[src/hdl/ssfr_pkg.sv]
`timescale 1ns / 1ps

package ssfr_pkg;

  localparam int unsigned LEN_W           = 13;
  localparam int unsigned BYTE_W          = 8;
  localparam int unsigned OUT_TDATA_W     = 16;
  localparam int unsigned MAX_PAYLOAD_DEF = 4096;

  localparam logic [LEN_W-1:0]  LEN_RESET  = 13'd64;
  localparam logic [BYTE_W-1:0] START_BYTE = 8'h55;
  localparam logic [BYTE_W-1:0] STOP_BYTE  = 8'hFF;
  localparam logic [23:0]       START_WIN  = 24'h555555;

  localparam logic KIND_PAYLOAD = 1'b0;
  localparam logic KIND_STATUS  = 1'b1;

  typedef struct packed {
    logic              kind;
    logic [BYTE_W-1:0] data_byte;
    logic              payload_last;
    logic              stop_ok;
  } res_t;

endpackage

[src/hdl/ssfr_in_stage.sv]
`timescale 1ns / 1ps

module ssfr_in_stage
  import ssfr_pkg::*;
(
  input  logic              clk,
  input  logic              rst_n,
  input  logic              in_tvalid,
  output logic              in_tready,
  input  logic [BYTE_W-1:0] in_tdata,
  input  logic              adv,
  output logic              s1_valid,
  output logic [BYTE_W-1:0] s1_byte
);

  logic              valid_r, valid_nxt;
  logic [BYTE_W-1:0] byte_r;
  logic              accept;

  assign in_tready = !valid_r || adv;
  assign accept    = in_tvalid && in_tready;

  always_comb begin
    valid_nxt = valid_r;
    if (accept) begin
      valid_nxt = 1'b1;
    end else if (adv) begin
      valid_nxt = 1'b0;
    end
  end

  always_ff @(posedge clk) begin
    if (!rst_n) begin
      valid_r <= 1'b0;
    end else begin
      valid_r <= valid_nxt;
    end
  end

  always_ff @(posedge clk) begin
    if (accept) begin
      byte_r <= in_tdata;
    end
  end

  assign s1_valid = valid_r;
  assign s1_byte  = byte_r;

endmodule

[src/hdl/ssfr_core.sv]
`timescale 1ns / 1ps

module ssfr_core
  import ssfr_pkg::*;
#(
  parameter int unsigned MAX_PAYLOAD = MAX_PAYLOAD_DEF
) (
  input  logic              clk,
  input  logic              rst_n,
  input  logic              cfg_valid,
  input  logic [LEN_W-1:0]  cfg_data,
  input  logic              adv,
  input  logic [BYTE_W-1:0] s1_byte,
  output logic              has_res,
  output res_t              res
);

  localparam logic [1:0] PH_HUNT    = 2'd0;
  localparam logic [1:0] PH_PAYLOAD = 2'd1;
  localparam logic [1:0] PH_STOP    = 2'd2;

  logic [LEN_W-1:0] len_r;
  logic [1:0]       phase_r, phase_nxt;
  logic [23:0]      win_r, win_nxt;
  logic [LEN_W-1:0] cnt_r, cnt_nxt;
  logic [1:0]       stop_cnt_r, stop_cnt_nxt;
  logic             mism_r, mism_nxt;

  logic [LEN_W-1:0] eff_len;
  logic             last;

  always_comb begin
    eff_len = len_r;
    if (len_r == '0) begin
      eff_len = LEN_W'(1);
    end else if ({4'b0, len_r} > 17'(MAX_PAYLOAD)) begin
      eff_len = LEN_W'(MAX_PAYLOAD);
    end
  end

  assign last = ({1'b0, cnt_r} + (LEN_W+1)'(1)) >= {1'b0, eff_len};

  always_comb begin
    phase_nxt    = phase_r;
    win_nxt      = win_r;
    cnt_nxt      = cnt_r;
    stop_cnt_nxt = stop_cnt_r;
    mism_nxt     = mism_r;
    has_res      = 1'b0;
    res          = '0;
    unique case (phase_r)
      PH_PAYLOAD: begin
        has_res           = 1'b1;
        res.kind          = KIND_PAYLOAD;
        res.data_byte     = s1_byte;
        res.payload_last  = last;
        if (last) begin
          cnt_nxt      = '0;
          phase_nxt    = PH_STOP;
          stop_cnt_nxt = '0;
          mism_nxt     = 1'b0;
        end else begin
          cnt_nxt = cnt_r + LEN_W'(1);
        end
      end
      PH_STOP: begin
        mism_nxt = mism_r || (s1_byte != STOP_BYTE);
        if (stop_cnt_r == 2'd3) begin
          has_res      = 1'b1;
          res.kind     = KIND_STATUS;
          res.stop_ok  = !mism_nxt;
          phase_nxt    = PH_HUNT;
          win_nxt      = '0;
          stop_cnt_nxt = '0;
          mism_nxt     = 1'b0;
        end else begin
          stop_cnt_nxt = stop_cnt_r + 2'd1;
        end
      end
      default: begin
        phase_nxt = PH_HUNT;
        if (win_r == START_WIN && s1_byte == START_BYTE) begin
          win_nxt   = '0;
          phase_nxt = PH_PAYLOAD;
          cnt_nxt   = '0;
        end else begin
          win_nxt = {win_r[15:0], s1_byte};
        end
      end
    endcase
  end

  always_ff @(posedge clk) begin
    if (!rst_n) begin
      len_r      <= LEN_RESET;
      phase_r    <= PH_HUNT;
      win_r      <= '0;
      cnt_r      <= '0;
      stop_cnt_r <= '0;
      mism_r     <= 1'b0;
    end else begin
      if (cfg_valid) begin
        len_r <= cfg_data;
      end
      if (adv) begin
        phase_r    <= phase_nxt;
        win_r      <= win_nxt;
        cnt_r      <= cnt_nxt;
        stop_cnt_r <= stop_cnt_nxt;
        mism_r     <= mism_nxt;
      end
    end
  end

endmodule

[src/hdl/ssfr_out_stage.sv]
`timescale 1ns / 1ps

module ssfr_out_stage
  import ssfr_pkg::*;
(
  input  logic                   clk,
  input  logic                   rst_n,
  input  logic                   load,
  input  res_t                   res,
  output logic                   busy,
  output logic                   out_tvalid,
  input  logic                   out_tready,
  output logic [OUT_TDATA_W-1:0] out_tdata,
  output logic                   out_tlast,
  output logic                   out_tuser
);

  logic valid_r, valid_nxt;
  res_t res_r;

  always_comb begin
    valid_nxt = valid_r;
    if (load) begin
      valid_nxt = 1'b1;
    end else if (out_tready) begin
      valid_nxt = 1'b0;
    end
  end

  always_ff @(posedge clk) begin
    if (!rst_n) begin
      valid_r <= 1'b0;
    end else begin
      valid_r <= valid_nxt;
    end
  end

  always_ff @(posedge clk) begin
    if (load) begin
      res_r <= res;
    end
  end

  assign busy       = valid_r && !out_tready;
  assign out_tvalid = valid_r;
  assign out_tdata  = {{(OUT_TDATA_W-BYTE_W-1){1'b0}}, res_r.stop_ok, res_r.data_byte};
  assign out_tlast  = res_r.payload_last;
  assign out_tuser  = res_r.kind;

endmodule

[src/hdl/start_stop_frame_receiver.sv]
`timescale 1ns / 1ps
// Start/stop framed byte receiver.
// in_*  : one received byte per word. The block hunts for 55 55 55 55, then
//         passes exactly payload_length bytes, then checks four stop bytes
//         against FF FF FF FF.
// out_* : one word per payload byte (tuser 0, tlast on the final byte) and
//         one status word per frame after the fourth stop byte (tuser 1,
//         tdata bit 8 set when all stop bytes matched). Hunting and stop
//         bytes other than the fourth give no word.
// cfg_* : payload_length write, taken at once; 0 acts as 1, values above
//         MAX_PAYLOAD act as MAX_PAYLOAD. Write only while idle.
// Path: an accepted word goes through the input register, the decode and
//         the output register, in that order.
// Throughput: one word per cycle; the single output register parts the two
//         sides, and in_tready falls only when the output register is full,
//         not taken, and the waiting byte makes a result.
// Reset (rst_n low, synchronous): both stages empty, hunting with an empty
//         window, payload_length back to 64.
// Stall: with out_tready low the output word holds; bytes that make no result
//         still flow through.
module start_stop_frame_receiver
  import ssfr_pkg::*;
#(
  parameter int unsigned MAX_PAYLOAD = MAX_PAYLOAD_DEF
) (
  input  logic                   clk,
  input  logic                   rst_n,
  input  logic                   in_tvalid,
  output logic                   in_tready,
  input  logic [BYTE_W-1:0]      in_tdata,   // [7:0] rx_byte
  output logic                   out_tvalid,
  input  logic                   out_tready,
  output logic [OUT_TDATA_W-1:0] out_tdata,  // [7:0] data_byte, [8] stop_ok
  output logic                   out_tlast,
  output logic                   out_tuser,  // [0] kind
  input  logic                   cfg_valid,
  output logic                   cfg_ready,
  input  logic [LEN_W-1:0]       cfg_data
);

  logic              s1_valid;
  logic [BYTE_W-1:0] s1_byte;
  logic              adv;
  logic              has_res;
  logic              out_busy;
  res_t              res;

  assign cfg_ready = 1'b1;
  assign adv       = s1_valid && !(has_res && out_busy);

  ssfr_in_stage u_in (
    .clk       (clk),
    .rst_n     (rst_n),
    .in_tvalid (in_tvalid),
    .in_tready (in_tready),
    .in_tdata  (in_tdata),
    .adv       (adv),
    .s1_valid  (s1_valid),
    .s1_byte   (s1_byte)
  );

  ssfr_core #(
    .MAX_PAYLOAD (MAX_PAYLOAD)
  ) u_core (
    .clk       (clk),
    .rst_n     (rst_n),
    .cfg_valid (cfg_valid),
    .cfg_data  (cfg_data),
    .adv       (adv),
    .s1_byte   (s1_byte),
    .has_res   (has_res),
    .res       (res)
  );

  ssfr_out_stage u_out (
    .clk        (clk),
    .rst_n      (rst_n),
    .load       (adv && has_res),
    .res        (res),
    .busy       (out_busy),
    .out_tvalid (out_tvalid),
    .out_tready (out_tready),
    .out_tdata  (out_tdata),
    .out_tlast  (out_tlast),
    .out_tuser  (out_tuser)
  );

endmodule

[config.mk]
export PLATFORM = sky130hd
export DESIGN_NAME = start_stop_frame_receiver
export DESIGN_NICKNAME = d
export VERILOG_FILES = /design/src/hdl/ssfr_pkg.sv /design/src/hdl/ssfr_in_stage.sv /design/src/hdl/ssfr_core.sv /design/src/hdl/ssfr_out_stage.sv /design/src/hdl/start_stop_frame_receiver.sv
export SDC_FILE = /design/constraint.sdc
export NUM_CORES = 1
export LEC_CHECK = 0
export BUFFER_PORTS_ARGS = -buffer_cell sky130_fd_sc_hd__buf_2
export CAP_MARGIN = 20
export CORE_MARGIN = 3
export CORE_UTILIZATION = 58
export CTS_CLUSTER_SIZE = 28
export DETAILED_ROUTE_END_ITERATION = 8
export PLACE_DENSITY = 0.9
export SLEW_MARGIN = 40
export SYNTH_ARGS = -nofsm -noshare
export SYNTH_HDL_FRONTEND = slang
export SYNTH_SLANG_ARGS = --single-unit
[constraint.sdc]
create_clock -name clk -period 3.7 [get_ports clk]
set_input_delay 0.74 -clock clk [delete_from_list [all_inputs] [get_ports clk]]
set_output_delay 0.74 -clock clk [all_outputs]
set_load 0.01 [all_outputs]
# Word level (Yosys, flattened, before mapping)
# Cells that the tools add are included.
[word_totals] mem_count=0 wordCells=74 reg_bits=76 in_bits=26 ramBits=0 output_inout_bits=21 romBits=0 latch_bits=0
[op_classes] mux=24 n_bitwise=2 reduce_logical=22 order_cmp=2 add_sub_neg=3 multipliers=0 div_mod_pow=0 n_eq_ne=8 shift=0
[op_table] op="$mux 13" n=4
[op_table] op="$mux 24" n=2
[op_table] op="$pmux 24 s2" n=1
[op_table] op="$pmux 13 s2" n=1
[op_table] op="$eq 24x23->1 const B" n=1
[op_table] op="$add 13x1->14 const B" n=1
[op_table] op="$ge 14x13->1" n=1
[op_table] op="$add 13x1->13 const B" n=1
[op_table] op="$gt 13x13->1 const B" n=1
[op_table] op="$logic_not 13->1" n=1
[op_table] op="$reduce_and 3->1" n=4
[op_table] op="$eq 8x7->1 const B" n=1
[op_table] op="$mux 1" n=8
[op_table] op="$mux 2" n=4
[op_table] op="$ne 8x8->1 const B" n=1
[op_table] op="$pmux 2 s2" n=2
[op_table] op="$reduce_bool 2->1" n=4
[op_table] op="$logic_and 1x1->1" n=6
[op_table] op="$eq 2x2->1 const B" n=2
[op_table] op="$logic_not 1->1" n=4
[op_table] op="$ne 2x1->1 const B" n=2
[op_table] op="$pmux 1 s2" n=2
[op_table] op="$add 2x1->2 const B" n=1
[op_table] op="$eq 2x1->1 const B" n=1
[op_table] op="other kinds (3)" n=5

# Logic depth before layout (Yosys ltp)
[depth] ltp_word=9 depth_mapped=13 depth_no_buf=12

# Modules after synthesis
# From an unflattened synthesis, not the netlist that was laid out.
[hier_totals] cells_unflattened=346 area_unflattened_um2=3545.9
[modules_own_cells] module="ssfr_core" n_inst=1 seq_area_each_um2=1101.1 cells_per_inst=307 area_per_inst_um2=2792.7
[modules_own_cells] module="ssfr_out_stage" n_inst=1 seq_area_each_um2=350.3 cells_per_inst=22 area_per_inst_um2=427.9
[modules_own_cells] module="ssfr_in_stage" n_inst=1 seq_area_each_um2=260.2 cells_per_inst=13 area_per_inst_um2=297.8
[modules_own_cells] module="start_stop_frame_receiver" n_inst=1 seq_area_each_um2=0.0 cells_per_inst=4 area_per_inst_um2=27.5

# Worst setup path after synthesis
# No wires, ideal clock.
[synth_timing] path_type="flip-flop to flip-flop" startpoint="reg u_core.cnt_r[0]" endpoint="reg u_core.phase_r[0]" arrival_ns=3.072 setup_ns=0.072 required_ns=3.628 period_less_slack_ns=3.144 n_path_buf=1 setup_slack_ns=0.556 stages_incl_launch_ff=14 cell_sequence="dfxtp_1 > ha_1 > nand3_1 > nor4_1 > nand3_1 > nand2_1 > nand2_1 > ha_1 > nand3_1 > o41ai_1 > or4b_4 > buf_6 > nor3b_1 > mux2i_1"
[synth_via] elab_chain_cells=4
[synth_lines] element="from (decl)" line="ssfr_core.sv:25" source="logic [LEN_W-1:0] cnt_r, cnt_nxt;"
[synth_lines] element="from (signal assigned)" line="ssfr_core.sv:108" source="cnt_r <= cnt_nxt;"
[synth_lines] element="$add 13x1->14" line="ssfr_core.sv:41" source="assign last = ({1'b0, cnt_r} + (LEN_W+1)'(1)) >= {1'b0, eff_len};"
[synth_lines] element="$ge 14x13->1" line="ssfr_core.sv:41"
[synth_lines] element="$ne 2x1->1 (no line)"
[synth_lines] element="$reduce_and 3->1 (no line)"
[synth_lines] element="to (signal assigned)" line="ssfr_core.sv:106" source="phase_r <= phase_nxt;"
[synth_lines] element="to (decl)" line="ssfr_core.sv:23" source="logic [1:0] phase_r, phase_nxt;"
# No other way between the ends.
# A chain may end at the register's enable or synchronous reset.

# Worst setup path after layout
# Same ends and word-level chain as after synthesis.

==> impl_metrics.yaml <==
route:
  antenna_left: 0
  drtPass1Iterations: 5
  drcViolationCount: 0
  vias: 3183
  finalWirelength_um: 8470
  routed_via_density: 6.13
  wl_per_cell_um: 16.3
  drt_iter0_drc: 266
placement:
  dpl.hpwl_um: 5710
  dpl.cell_count: 503
  place_area_mm2: 0.00404
  numPortBuffers: 38
  globalplace.congestion: 0.897
clocking:
  cts_tree: "built"
  htree_levels: 3
  cts-root-buf: "clkbuf_8"
  clk_latency_ns: 0.36
  cts.sinks: 76
  ctsLongestPathBuffers: 2
  hold_buffers: 0
  clk_pin_slew_ns: 0.08
  cts_buffers: 9
global_route:
  antenna_found_initial: 0
  first_global_vias: 2904
  grt_pass1_wl_um: 13900
  grt.total_usage: 0.232
  grt_max_degree: 32
  grt.overflow.total: 0
floorplan:
  initial_core_util: 0.602
  die_y_um: 87.4
  core_mm2: 0.00639
  pin_count: 47
  rows: 29
  die_width_um: 87.4
  dieArea_mm2: 0.00765
critical_path:
  crit_type: "reg -> reg"
  worstPathMaxFanout: 10
  setup.worst_path.start_class: "register"
  critPathCaptureType: "register"
  critPathRequiredTime_ns: 3.99
  arrival_ns: 3.87
synth:
  synthesis.area_mm2: 0.00385
  synth-seq-cells: 76
  syn_avg_cell_area_um2: 9.48
  async_flop_share: 0
  synth_top_flop_cell: "dfxtp_1"
  synth_cell_type_count: 60
  synth_edf_count: 19
  postSynthCellCount: 406
  yosysWarnings: 0
  ys_seq_area_frac: 0.445
run:
  cap_violations: 0
final_layout:
  n_antenna_cell: 0
  area_growth_pct: 11.4
  final_nets: 480
  fin_util: 0.671
  final_cell_area_mm2: 0.00429
  final_cell_mix: "nand2_1, dfxtp_1, buf_2, nand3_1, a21boi_0"
  instances_no_fill: 519
  drive_above_1_share: 0.165
  layout.cells.most_common: "nand2_1"
outcome:
  outcome: "finished clean"
timing:
  worstMarginPinSlew_ns: 0.816
  fin_crit_sh: 0.968
  fmax_mhz: 279
  setup_violations: 0
  relSlewSlack: 0.455
  holdWs_ns: 0.460
  finalHoldViolCount: 0
  slew_viol_final: 0
  fin_crit_ns: 3.58
  fin_skew_ns: 0.00922
pwr:
  powerDensity_mw_per_mm2: 402
  p_leak_nw: 1.70
  ir_worst_vdd_mv: 0.311
worst_hold_path:
  hold_path_class: "reg -> reg"
==> flip-flops by register name (all words and copies together) (netlist names) <==
name               cells
u_core.cnt_r          13
u_core.len_r          13
u_core.mism_r          1
u_core.phase_r         2
u_core.stop_cnt_r      2
u_core.win_r          24
u_in.s1_byte           8
u_in.s1_valid          1
u_out.out_tdata        9
u_out.out_tlast        1
u_out.out_tuser        1
u_out.out_tvalid       1
==> cells in the mapped netlist (6+ instances only) <==
cell | instances | area (µm²)
buf_4 | 8 | 60.1
nand2_1 | 66 | 248
dfxtp_1 | 57 | 1140
a21boi_0 | 26 | 195
inv_1 | 7 | 26.3
clkbuf_1 | 14 | 52.6
ha_1 | 17 | 213
nor2b_1 | 16 | 100
mux2i_1 | 14 | 140
and2_1 | 8 | 50.1
edfxtp_1 | 19 | 571
nand3_1 | 33 | 165
a21oi_1 | 7 | 35.0
nor3_1 | 7 | 35.0
xnor2_1 | 6 | 52.6
nor2_1 | 10 | 37.5
==> cells by family after synthesis <==
logic type | Yosys count | synth area share
AO/OA/AOI/OAI | 71 | 0.137
XOR/XNOR | 9 | 0.0205
adder cells (fa/ha/maj) | 17 | 0.0553
buffers and inverters | 36 | 0.0478
flip-flops | 76 | 0.445
multiplexers | 15 | 0.0393
other | 2 | 0.00195
AND/OR/NAND/NOR | 180 | 0.254
==> report_power, final <==
group	switching [mW]	internal, mW	total, mW
combinational	0.0703	0.0475	0.118
sequential	0.0227	0.873	0.895
clock	0.327	0.383	0.710
==> final timing paths <==
kind,start,end,slack (ns),depth (start not counted)
worst min register to register,u_core.win_r[20],u_core.win_r[20],0.46,2
worst max-delay path,u_core.cnt_r[0],u_core.phase_r[0],0.12,11
worst max register to register,u_core.cnt_r[0],u_core.phase_r[0],0.12,11
worst min-delay path,u_core.win_r[20],u_core.win_r[20],0.46,2
==> layout make-up <==
class	instances	area, µm²
Clock buffer	9	124
Clock inverter	7	97.6
Fill cell	470	2100
Inverter	7	26.3
Multi-Input combinational cell	300	2000
Sequential cell	76	1710
Tap cell	77	96.3
Timing Repair Buffer	43	228
==> worst max-delay path: stages (launching register included) <==
cell and delay [ns]:
dfxtp_1 0.41, ha_1 0.25, nand3_1 0.24, or3_1 0.50, nand4bb_1 0.24, nand2_1 0.12, ha_1 0.19, nand3_1 0.17
o41ai_2 0.61, or4b_4 0.31, nor3b_1 0.27, mux2i_1 0.20
==> repair_timing <==
action | in CTS | in global routing
setup endpoints to repair | 0 | 18
gates resized for setup | 0 | 2
setup buffers | 0 | 0
==> metal layers <==
metal / global-route usage / vias up / share of wire
met5: 0 / - / 0
met4: 0.105 / 0 / 0.026
met3: 0.0482 / 28 / 0.079
met2: 0.358 / 156 / 0.46
met1: 0.312 / 1494 / 0.43
li1: - / 1505 / -
==> through the flow <==
stage / setup slack (ns) / power [mW] / setup TNS (ns)
global route: -0.0504 / 1.78 / -0.0504
CTS: 0.102 / 1.72 / 0
global placement: 0.324 / 1.02 / 0
detailed placement: 0.143 / 1.02 / 0
floorplan: 0.556 / 0.992 / 0
finish: 0.118 / 1.72 / 0
No activity file was read; power rests on OpenSTA's default activity.
